**src/rtl/core/lseg_pkg.sv**
```systemverilog
`timescale 1ns / 1ps
// Package for the left-shift binary extended GCD block.
// Holds shared constants, the controller state and datapath op types, the command/status structs and a top-bit helper.
package lseg_pkg;

    localparam int LSEG_WIDTH = 64;
    localparam int DW         = 64;

    typedef enum logic [3:0] {
        S_IDLE, S_LOAD, S_TEST, S_KCALC, S_ROUND, S_CHECK, S_DIV, S_QFIX, S_MUL, S_FIN
    } state_t;

    typedef enum logic [3:0] {
        DP_NOP, DP_CAPTURE, DP_LOAD, DP_KCALC, DP_ROUND, DP_DIVINIT, DP_DIVSTEP,
        DP_QFIX, DP_MUL, DP_FINISH
    } dp_op_t;

    typedef struct packed {
        dp_op_t op;
    } cmd_t;

    typedef struct packed {
        logic err;
        logic v3_zero;
        logic simple;
        logic div_last;
        logic mul_last;
    } status_t;

    // Index of the highest set bit, zero for a zero word.
    function automatic logic [5:0] top_bit(input logic [DW-1:0] x);
        logic [5:0] n;
        n = '0;
        for (int i = 0; i < DW; i++) begin
            if (x[i]) n = 6'(i);
        end
        return n;
    endfunction

endpackage

```
**src/rtl/core/lseg_ctrl.sv**
```systemverilog
`timescale 1ns / 1ps
// Sequencer for the extended GCD: reduction rounds, division, multiply and output.
// Depends on lseg_pkg.
module lseg_ctrl (
    input  logic            aclk,
    input  logic            aresetn,
    input  logic            s_tvalid,
    output logic            s_tready,
    output logic            m_tvalid,
    input  logic            m_tready,
    input  lseg_pkg::status_t sts,
    output lseg_pkg::cmd_t  cmd
);
    import lseg_pkg::*;

    state_t state_reg, state_next;
    logic   mvalid_reg, mvalid_next;

    always_ff @(posedge aclk) begin
        if (!aresetn) begin
            state_reg  <= S_IDLE;
            mvalid_reg <= 1'b0;
        end else begin
            state_reg  <= state_next;
            mvalid_reg <= mvalid_next;
        end
    end

    assign s_tready = (state_reg == S_IDLE);
    assign m_tvalid = mvalid_reg;

    always_comb begin
        state_next  = state_reg;
        mvalid_next = mvalid_reg && !m_tready;
        cmd.op      = DP_NOP;
        case (state_reg)
            S_IDLE: begin
                if (s_tvalid) begin
                    cmd.op     = DP_CAPTURE;
                    state_next = S_LOAD;
                end
            end
            S_LOAD: begin
                cmd.op     = DP_LOAD;
                state_next = sts.err ? S_FIN : S_TEST;
            end
            S_TEST:  state_next = sts.v3_zero ? S_CHECK : S_KCALC;
            S_KCALC: begin
                cmd.op     = DP_KCALC;
                state_next = S_ROUND;
            end
            S_ROUND: begin
                cmd.op     = DP_ROUND;
                state_next = S_TEST;
            end
            S_CHECK: begin
                if (sts.simple) begin
                    state_next = S_FIN;
                end else begin
                    cmd.op     = DP_DIVINIT;
                    state_next = S_DIV;
                end
            end
            S_DIV: begin
                cmd.op = DP_DIVSTEP;
                if (sts.div_last) state_next = S_QFIX;
            end
            S_QFIX: begin
                cmd.op     = DP_QFIX;
                state_next = S_MUL;
            end
            S_MUL: begin
                cmd.op = DP_MUL;
                if (sts.mul_last) state_next = S_FIN;
            end
            S_FIN: begin
                // The output register must be free before it is loaded.
                if (!mvalid_reg || m_tready) begin
                    cmd.op      = DP_FINISH;
                    mvalid_next = 1'b1;
                    state_next  = S_IDLE;
                end
            end
            default: state_next = S_IDLE;
        endcase
    end

endmodule

```
**config.mk**
```make
export PLATFORM = sky130hd
export DESIGN_NAME = lseg_ctrl
export DESIGN_NICKNAME = d
export VERILOG_FILES = /design/src/rtl/core/lseg_pkg.sv /design/src/rtl/core/lseg_ctrl.sv
export SDC_FILE = /design/constraint.sdc
export NUM_CORES = 1
export LEC_CHECK = 0
export ABC_CLOCK_PERIOD_IN_PS = 2500
export BUFFER_PORTS_ARGS = -buffer_cell sky130_fd_sc_hd__buf_2
export CAP_MARGIN = 20
export CORE_MARGIN = 5
export CORE_UTILIZATION = 25
export DETAILED_ROUTE_END_ITERATION = 16
export PLACE_DENSITY = 0.43
export SLEW_MARGIN = 30
export SYNTH_ARGS = -nofsm -noshare
export SYNTH_HDL_FRONTEND = slang
export SYNTH_SLANG_ARGS = --single-unit
export TNS_END_PERCENT = 50
```
**constraint.sdc**
```tcl
create_clock -name aclk -period 2.5 [get_ports aclk]
set_input_delay 0.125 -clock aclk [delete_from_list [all_inputs] [get_ports aclk]]
set_output_delay 0.125 -clock aclk [all_outputs]
set_load 0.02 [all_outputs]
```
# == Word-level counts from Yosys, hierarchy flattened ==
# Cells that the tools add are included.
# Widths: inputs -> output; s select.
# classes
n_eq_ne,13
n_mux,14
reduce_logical,6
# op_table
op,count
$pmux 4 s10,1
$pmux 4 s9,1
$mux 4,7
$eq 4x3->1 const B,4
$eq 4x2->1 const B,2
$eq 4x4->1 const B,2
$ne 2x2->1 const B,4
$mux 3,2
$eq 4x1->1 const B,1
$logic_not 4->1,1
$reduce_and 4->1,1
$mux 1,3
$logic_not 1->1,2
$logic_and 1x1->1,1
$logic_or 1x1->1,1
# totals
regBits,5
inputBits,9
out_inout_bits,6
word_cells,35

# == Longest topological paths before layout ==
# Gate-level depths: netlist of the first run.
# logic_depth
ltp_word,4
ltp_mapped,5
ltp_nobuf,4

# == Worst setup path before layout of the first run ==
# Ideal clock, no wire load.
# synth_path
path_kind,register to output
start,register state_reg[0]
end,output s_tready
t_arrival_ns,1.329
required_time_ns,2.375
path_slack_ns,1.046
stages_incl_launch_ff,4
cell_sequence,dfxtp_1 buf_2 buf_2 nor4_1
# synth_via
elab_chain_len,1
# synth_rtl
element,line_no,text
from (decl),lseg_ctrl.sv:16,"state_t state_reg, state_next;"
from (signal assigned),lseg_ctrl.sv:24,state_reg <= state_next;
$logic_not 4->1,lseg_ctrl.sv:29,assign s_tready = (state_reg == S_IDLE);
to (decl),lseg_ctrl.sv:8,"output logic s_tready,"
# No other way between the ends.

==> reports/results.ini, run 1 <==
[floorplan]
start_util = 0.260
die_w_um = 52.4
rows = 15
io_pins = 15
die-area_mm2 = 0.00274
core_area_mm2 = 0.00173
die_h_um = 52.4

[pwr]
p_int_uw = 223
power.static_leakage_nw = 0.245
power_density_mw_per_mm2 = 685
pwr-share-clk = 0.248
p_comb_frac = 0.393
switchingPower_uw = 151
netSwitchingFraction = 0.403
max-vdd-ir-drop_uv = 186
power_frac_seq = 0.359

[global_routing]
grt_use_total = 0.0818
antenna_found_initial = 0
grt_max_degree = 21
grt_pass1_wl_um = 1640
grt_pass1_vias = 393
gr-total-overflow = 0

[route]
firstDrtPassIters = 3
drtIter0Drc = 7
vias_per_cell = 4.83
wl_per_cell_um = 10.9
vias = 473
drtAntennaViolNets = 0
remaining_drc_errors = 0
routed_wl_um = 1070

[timing]
fin_ws_ps = 808
min_period_ps = 1690
final.setup.tns_ps = 0
fin_crit_sh = 0.677
worst_pin_slew_ps = 576
max_slew_margin = 0.616
fmax_ghz = 0.591
skew_ps = 5.14
setup_violations = 0
rsz0062_at_grt = false
hold_viol = 0
maxSlewViolCount = 0

[synth]
synth.top_cell.area_share = 0.223
synth_ff_type = dfxtp_1
synth.largest_area_cell = dfxtp_1
synth.distinct_cells = 30
ys_seq_elements = 5
synth.avg_cell_area_um2 = 7.49
ys_top_cells_by_area = dfxtp_1 (22%), a21oi_1 (6.7%), nor2b_1 (5.6%)
synth_edf_count = 0
synth_common_cells = a21oi_1 (6), dfxtp_1 (5), nor2_1 (5)
yosysMostFrequentCell = a21oi_1
ys.warnings.count = 0
netlist_instances = 60
synth-seq-area-share = 0.223
syn_area_um2 = 449
async_reset_ff_frac = 0
synth_nets = 69

[clocking]
worstSkewPairLatency_ps = 240
cts_made_buffers = 3
postCtsResizedCells = 0
cts_setup_buffers = 0
clock_sinks = 5
tritoncts = done
postCtsHoldBufs = 0
htreeDepth = 1
clockBufferDepth = 2
root_buffer = clkbuf_4
clk_pin_slew_ps = 50

[setup_path]
start_kind = register
worst_ep_required_time_ps = 2380
path_class = register to primary output
crit_arrival_ps = 1570
path_max_fanout = 13
end_kind = primary output

[status]
status = finished, final reports clean

[cells_and_area]
final_nets = 83
drive_gt1_frac = 0.274
area_growth_pct = 21.4
largest_reg_flops = 4
antenna_cells = 0

[placement]
pre_cts_ws_ps = 1050
portBuffers = 14
routabilityCongestion = 0.701
dp_hpwl_um = 770

[hold_path]
hold_path_class = primary input to register

[job]
cap_violations = 0

[cells by family after synthesis]
logic type	after synthesis	share of synthesized area
AOI/OAI and AO/OA	19	0.279
buffers and inverters	7	0.0864
DFF	5	0.223
muxes	3	0.0696
and+or+nand+nor	26	0.343
[cell usage in the layout, fill, tap and decap left out, drive strengths merged, types with 2 or more instances in the layout]
cell	instances
buf	14
a21oi	6
nor2	6
dfxtp	5
nor2b	4
nand2	4
clkbuf	4
o21ai	3
nor4	2
o22ai	2
nand2b	2
mux2i	2
inv	2
and4	2
[stage by stage]
stage | power (mW) | std cells | hold slack, ps | instance area (um2) | util
after CTS | 0.379 | 98 | 158 | 546 | 0.316
after global placement | 0.284 | 94 | 409 | 519 | 0.301
after global routing | 0.405 | 98 | 167 | 546 | 0.316
after detailed placement | 0.282 | 94 | 414 | 519 | 0.301
final | 0.374 | 98 | 172 | 546 | 0.316
after floorplan | 0.247 | 60 | 252 | 449 | -
[path summary, 6_finish.rpt]
path | startpoint | endpoint | slack [ps] | cells after the start
max | state_reg[2]$_SDFFE_PN0P_ | cmd[0] | 810 | 5
min | aresetn | state_reg[0]$_SDFFE_PN0P_ | 170 | 2
max reg2reg | state_reg[0]$_SDFFE_PN0P_ | state_reg[0]$_SDFFE_PN0P_ | 1040 | 4
min reg2reg | state_reg[3]$_SDFFE_PN0P_ | state_reg[3]$_SDFFE_PN0P_ | 690 | 2
[area by class of cell]
cell class / instances / area (um2)
tap: 25 / 31.3
multi-input combinational: 48 / 310
fill: 202 / 1180
timing repair buffer: 14 / 70.1
clock buffer: 4 / 26.3
sequential: 5 / 100
inverter: 2 / 7.51
[worst max-delay path, cell delays in order, from the launching register on]
cell     delay [ps]
dfxtp_1         570
nor2b_1         270
nor2_1           70
o22ai_1         140
a21o_1          140
buf_2           160
[layer usage]
layer  track usage  vias up  wire (um)
li1              -      249          -
met1         0.102      216        549
met3        0.0256        2         48
met5             0        -          0
met2         0.114        6        459
met4        0.0638        0          9
[power groups by stage]
| stage | logic (mW) | registers (mW) | clock network [mW] |
|---|---|---|---|
| after floorplan | 0.145 | 0.102 | 0 |
| after global placement | 0.148 | 0.136 | 0 |
| after detailed placement | 0.148 | 0.135 | 0 |
| after CTS | 0.148 | 0.133 | 0.0975 |
| after global routing | 0.162 | 0.139 | 0.104 |
| final | 0.147 | 0.134 | 0.0926 |
Note: power is estimated with default switching activity, not from simulation.
==> run 2: changes to the inputs <==
- ABC_AREA: unset -> 1
- ABC_CLOCK_PERIOD_IN_PS: 2500 -> 1700
- PLACE_DENSITY: 0.43 -> 0.44
- clock period: 2.5 -> 1.7 ns (I/O delays scaled with it)
==> run 2 against run 1 <==
Routed wire length is 1.7% lower. Worst hold slack got worse by 90 ps. First-iteration DRC count up 71%. Clock skew grew 2.2 ps. Sequential cell count is the same. Largest cell class unchanged. Largest power group unchanged.
==> reports/results.ini, run 2 <==
[status]
status = finished, final reports clean

[timing]
skew_ps = 7.39  ; +2.25 ps
maxSlewViolCount = 0  ; unchanged
min_period_ps = 1510
final.setup.tns_ps = 0  ; unchanged
max_slew_margin = 0.853  ; +0.238
fmax_ghz = 0.664
fin_ws_ps = 193  ; -615 ps
fin_crit_sh = 0.886
rsz0062_at_grt = false
hold_ws_ps = 82.2  ; -89.6 ps
setup_violations = 0  ; unchanged
hold_viol = 0  ; unchanged
worst_pin_slew_ps = 218  ; -358 ps

[route]
vias = 484  ; +2.3%
drtAntennaViolNets = 0  ; unchanged
vias_per_cell = 4.57  ; -5.4%
firstDrtPassIters = 4  ; +1
routed_wl_um = 1050  ; -1.7%
wl_per_cell_um = 9.90  ; -9.1%
drtIter0Drc = 12  ; +5
remaining_drc_errors = 0  ; unchanged

[setup_path]
path_max_fanout = 6  ; -7
end_kind = primary output
path_class = register to primary output
start_kind = register
reg2reg_depth = 7  ; +3
crit_arrival_ps = 1420  ; -150 ps
worst_ep_required_time_ps = 1620  ; -760 ps

[clocking]
cts_made_buffers = 3  ; unchanged
htreeDepth = 1  ; unchanged
clock_sinks = 5  ; unchanged
postCtsHoldBufs = 0  ; unchanged
root_buffer = clkbuf_4
tritoncts = done
clk_pin_slew_ps = 50  ; about the same
worstSkewPairLatency_ps = 240  ; about the same
clockBufferDepth = 2  ; unchanged

[pwr]
power_density_mw_per_mm2 = 1020  ; +48%
netSwitchingFraction = 0.423  ; +0.0196
power.static_leakage_nw = 0.278  ; +13%
p_comb_frac = 0.435  ; +0.042
switchingPower_uw = 218  ; +45%
power_frac_seq = 0.301  ; -0.058
p_int_uw = 298  ; +34%
pwr-share-clk = 0.264  ; +0.016
finalPower_uw = 516  ; +38%
max-vdd-ir-drop_uv = 618  ; +230%

[synth]
synth.distinct_cells = 12  ; -60%
ys_top_cells_by_area = dfxtp_1 (26%), nor2_1 (17%), inv_1 (12%)
yosysMostFrequentCell = nor2_1
synth.top_cell.area_share = 0.257  ; +0.0344
async_reset_ff_frac = 0  ; unchanged
synth_common_cells = nor2_1 (18), inv_1 (12), nand2_1 (12), nand3_1 (8), o21ai_0 (8)
ys_seq_elements = 5  ; unchanged
netlist_instances = 72  ; +20%
syn_area_um2 = 389  ; -13%
synth_nets = 81  ; +17%
synth.largest_area_cell = dfxtp_1
synth_edf_count = 0  ; unchanged
synth_ff_type = dfxtp_1
ys.warnings.count = 0  ; unchanged
synth-seq-area-share = 0.257  ; +0.0344
synth.avg_cell_area_um2 = 5.40  ; -28%

[floorplan]
die-area_mm2 = 0.00245  ; -11%
rows = 14  ; -1
start_util = 0.261  ; +0.00120
die_w_um = 49.5  ; -5.6%
core_area_mm2 = 0.00149  ; -14%
die_h_um = 49.5  ; -5.6%
io_pins = 15  ; unchanged

[global_routing]
grt_max_degree = 8  ; -62%
grt_use_total = 0.0872  ; +0.00539
antenna_found_initial = 0  ; unchanged
gr-total-overflow = 0  ; unchanged
grt_pass1_wl_um = 1680  ; +2.5%
grt_pass1_vias = 432  ; +9.9%

[cells_and_area]
antenna_cells = 0  ; unchanged
drive_gt1_frac = 0.211  ; -0.0629
stdcell_area_um2 = 508  ; -6.9%
fin_util = 0.341  ; +0.0252
final_cell_mix = nor2_1 (17), buf_2 (14), inv_1 (12), nand2_1 (12)
final_common_cell = nor2_1
fillers = 183  ; -9.4%
largest_reg_flops = 4  ; unchanged
final_nets = 100  ; +20%
area_growth_pct = 30.5
layout.cells.non_filler = 106  ; +8.2%

[placement]
portBuffers = 14  ; unchanged
routabilityCongestion = 0.822  ; +17%
dp_hpwl_um = 890  ; +16%
dp_cells = 102  ; +8.5%
dpl_cell_area_um2 = 479  ; -7.7%
pre_cts_ws_ps = 404  ; -644 ps

[hold_path]
hold_path_class = primary input to register
whs_path_depth = 3  ; +1

[job]
cap_violations = 0  ; unchanged

## run 2: worst max-delay path: stages (launching register included)
cell and delay, ps:
dfxtp_1 360, nor2_1 190, inv_1 120, nor2_1 140, nand2_1 70, o2111ai_1 100, buf_2 200
## run 2: power by group through the flow
stage,clock network (mW),registers (mW),logic [mW]
after floorplan,0,0.151,0.160
after global placement,0,0.158,0.230
after detailed placement,0,0.156,0.225
after CTS,0.141,0.154,0.226
after global routing,0.149,0.158,0.249
final,0.136,0.155,0.225
## run 2: cell type report
cell class                 instances  area (um2)  area share
clock buffer                       4        26.3      0.0517
inverter                          13        48.8      0.0961
multi-input combinational         54         243       0.478
sequential                         5         100       0.197
tap                               16        20.0      0.0394
timing repair buffer              14        70.1       0.138
## run 2: cells by family after synthesis
group | share of synthesized area
compound gates | 0.167
buf+inv | 0.125
flops | 0.257
simple gates | 0.450
## run 2: final timing paths
| path | startpoint | to | slack (ps) |
|---|---|---|---|
| setup / recovery | state_reg[0]$_SDFFE_PN0P_ | cmd[0] | 190 |
| setup reg to reg | state_reg[3]$_SDFFE_PN0P_ | state_reg[1]$_SDFFE_PN0P_ | 470 |
| hold / removal | aresetn | state_reg[2]$_SDFFE_PN0P_ | 80 |
| hold reg to reg | state_reg[3]$_SDFFE_PN0P_ | state_reg[3]$_SDFFE_PN0P_ | 570 |
## run 2: layer usage
metal	vias to the layer above	part of all wire	GRT usage
met5	-	0	0
met4	0	0.0057	0.0262
met3	2	0.075	0.0422
met2	13	0.45	0.142
met1	201	0.47	0.100
li1	268	-	-
## run 2: what timing repair did
action | CTS | global route
buffers inserted | 0 | 0
setup endpoints to repair | 0 | 1
resized for setup | 0 | 1
==> run 3: changes to the inputs <==
- MAX_ROUTING_LAYER: unset -> met4
==> run 3 against run 2 <==
Sequential share of layout area did not move. Via count did not move. Cell count did not move. Setup slack improved by 0.99 ps. Global-route usage up 0.23 points. Combinational power about the same. Clock-buffer cell count did not move. Sequential cell count stayed put. Power shrank 0.10%. First-iteration DRC count unchanged. Design area unchanged.
==> reports/results.ini, run 3 (synthesized netlist as in run 2, its figures left out) <==
[cells_and_area]
largest_reg_flops = 4  ; unchanged
area_growth_pct = 30.5  ; unchanged
final_nets = 100  ; unchanged
antenna_cells = 0  ; unchanged
final_cell_mix = nor2_1 (17), buf_2 (14), inv_1 (12), nand2_1 (12)
final_common_cell = nor2_1
drive_gt1_frac = 0.211  ; unchanged
fin_util = 0.341  ; unchanged

[clocking]
htreeDepth = 1  ; unchanged
root_buffer = clkbuf_4
tritoncts = done
clk_pin_slew_ps = 50  ; about the same
clock_sinks = 5  ; unchanged
postCtsHoldBufs = 0  ; unchanged
clockBufferDepth = 2  ; unchanged
cts_made_buffers = 3  ; unchanged
worstSkewPairLatency_ps = 240  ; about the same

[job]
cap_violations = 0  ; unchanged

[route]
drt-met1-wl_um = 489  ; unchanged
remaining_drc_errors = 0  ; unchanged
vias_per_cell = 4.57  ; unchanged
wl_met2_um = 475  ; +0.21%
vias = 484  ; unchanged
firstDrtPassIters = 4  ; unchanged
top_layer = met4
wl_per_cell_um = 9.90  ; unchanged
drtIter0Drc = 12  ; unchanged
routed_wl_um = 1050  ; unchanged
wl_met3_um = 78  ; -1.3%
drtAntennaViolNets = 0  ; unchanged

[floorplan]
die-area_mm2 = 0.00245  ; unchanged
io_pins = 15  ; unchanged
start_util = 0.261  ; unchanged
core_area_mm2 = 0.00149  ; unchanged
die_w_um = 49.5  ; unchanged
die_h_um = 49.5  ; unchanged
rows = 14  ; unchanged

[setup_path]
cp_slowest_cell = dfxtp_1
path_class = register to primary output
crit_arrival_ps = 1420  ; about the same
start_kind = register
critPathMaxStageDelay_ps = 360  ; about the same
crit_path_frequent_cell = nor2_1
end_kind = primary output
path_cells = nor2_1 > inv_1 > nor2_1 > nand2_1 > o2111ai_1 > buf_2
path_buf_inv = 2  ; unchanged
path_delay_family = simple AND/OR/NAND/NOR gates
worst_ep_required_time_ps = 1620  ; about the same
path_max_fanout = 6  ; unchanged

[pwr]
finalPower_uw = 516  ; -0.10%
power.static_leakage_nw = 0.278  ; unchanged
max-vdd-ir-drop_uv = 618  ; about the same
power_density_mw_per_mm2 = 1020  ; -0.10%

[timing]
skew_ps = 7.44  ; +0.0502 ps
fmax_ghz = 0.664  ; about the same
max_slew_margin = 0.853  ; unchanged
fin_ws_ps = 194  ; +0.986 ps
final.setup.tns_ps = 0  ; unchanged
rsz0062_at_grt = false
hold_viol = 0  ; unchanged
setup_violations = 0  ; unchanged
maxSlewViolCount = 0  ; unchanged
worst_pin_slew_ps = 218  ; unchanged
fin_crit_sh = 0.886  ; about the same
hold_ws_ps = 82.9  ; +0.705 ps
min_period_ps = 1510  ; -0.986 ps

[status]
status = finished, final reports clean

[placement]
pre_cts_ws_ps = 404  ; unchanged
dp_hpwl_um = 890  ; unchanged
portBuffers = 14  ; unchanged
routabilityCongestion = 0.835  ; +1.5%

[global_routing]
grt_pass1_vias = 427  ; -1.2%
antenna_found_initial = 0  ; unchanged
grt_pass1_wl_um = 1680  ; unchanged
grt_use_total = 0.0895  ; +0.00233
grt_max_degree = 8  ; unchanged
gr-total-overflow = 0  ; unchanged

[hold_path]
hold_path_class = primary input to register

[run 3: repair_timing]
action	in CTS	in global routing
buffers inserted	0	0
setup endpoints to repair	0	1
hold endpoints to repair	0	0
gates resized for setup	0	1
[run 3: where the power goes]
| group | switching, mW | total, mW | leakage, nW | internal, mW |
|---|---|---|---|---|
| clock network | 0.0470 | 0.136 | 0.0150 | 0.0887 |
| registers | 0.0228 | 0.155 | 0.0408 | 0.132 |
| logic | 0.148 | 0.225 | 0.222 | 0.0769 |
[run 3: area by class of cell]
cell class	count	area [um2]
flip-flops and latches	5	100
clock buffers	4	26.3
repair buffers	14	70.1
multi-input cells	54	243
fillers	183	981
inverters	13	48.8
well taps	16	20.0
[run 3: per-stage QoR]
step,area [um2],instances
global placement,479,102
CTS,505,106
floorplan,389,72
finish,508,106
global route,508,106
detailed placement,479,102
[run 3: worst register-to-register path: stages, from the launching register on]
cell and delay, ps:
dfxtp_1 430, inv_1 80, nand2_1 140, nor2_1 70
nand2_1 90, nand2_1 80, nor3_1 150, nor2_1 60
[run 3: metal layers]
layer / track usage / vias up
met5: - / -
met4: 0.0262 / 0
met3: 0.0422 / 2
met2: 0.142 / 13
met1: 0.100 / 201
li1: - / 268
[run 3: final timing paths]
check                            startpoint                   endpoint  slack (ps)  cells after the start
setup reg to reg  state_reg[3]$_SDFFE_PN0P_  state_reg[1]$_SDFFE_PN0P_         470                      7
hold / removal                      aresetn  state_reg[2]$_SDFFE_PN0P_          80                      3
hold reg to reg   state_reg[3]$_SDFFE_PN0P_  state_reg[3]$_SDFFE_PN0P_         570                      2
setup / recovery  state_reg[0]$_SDFFE_PN0P_                     cmd[0]         190                      6
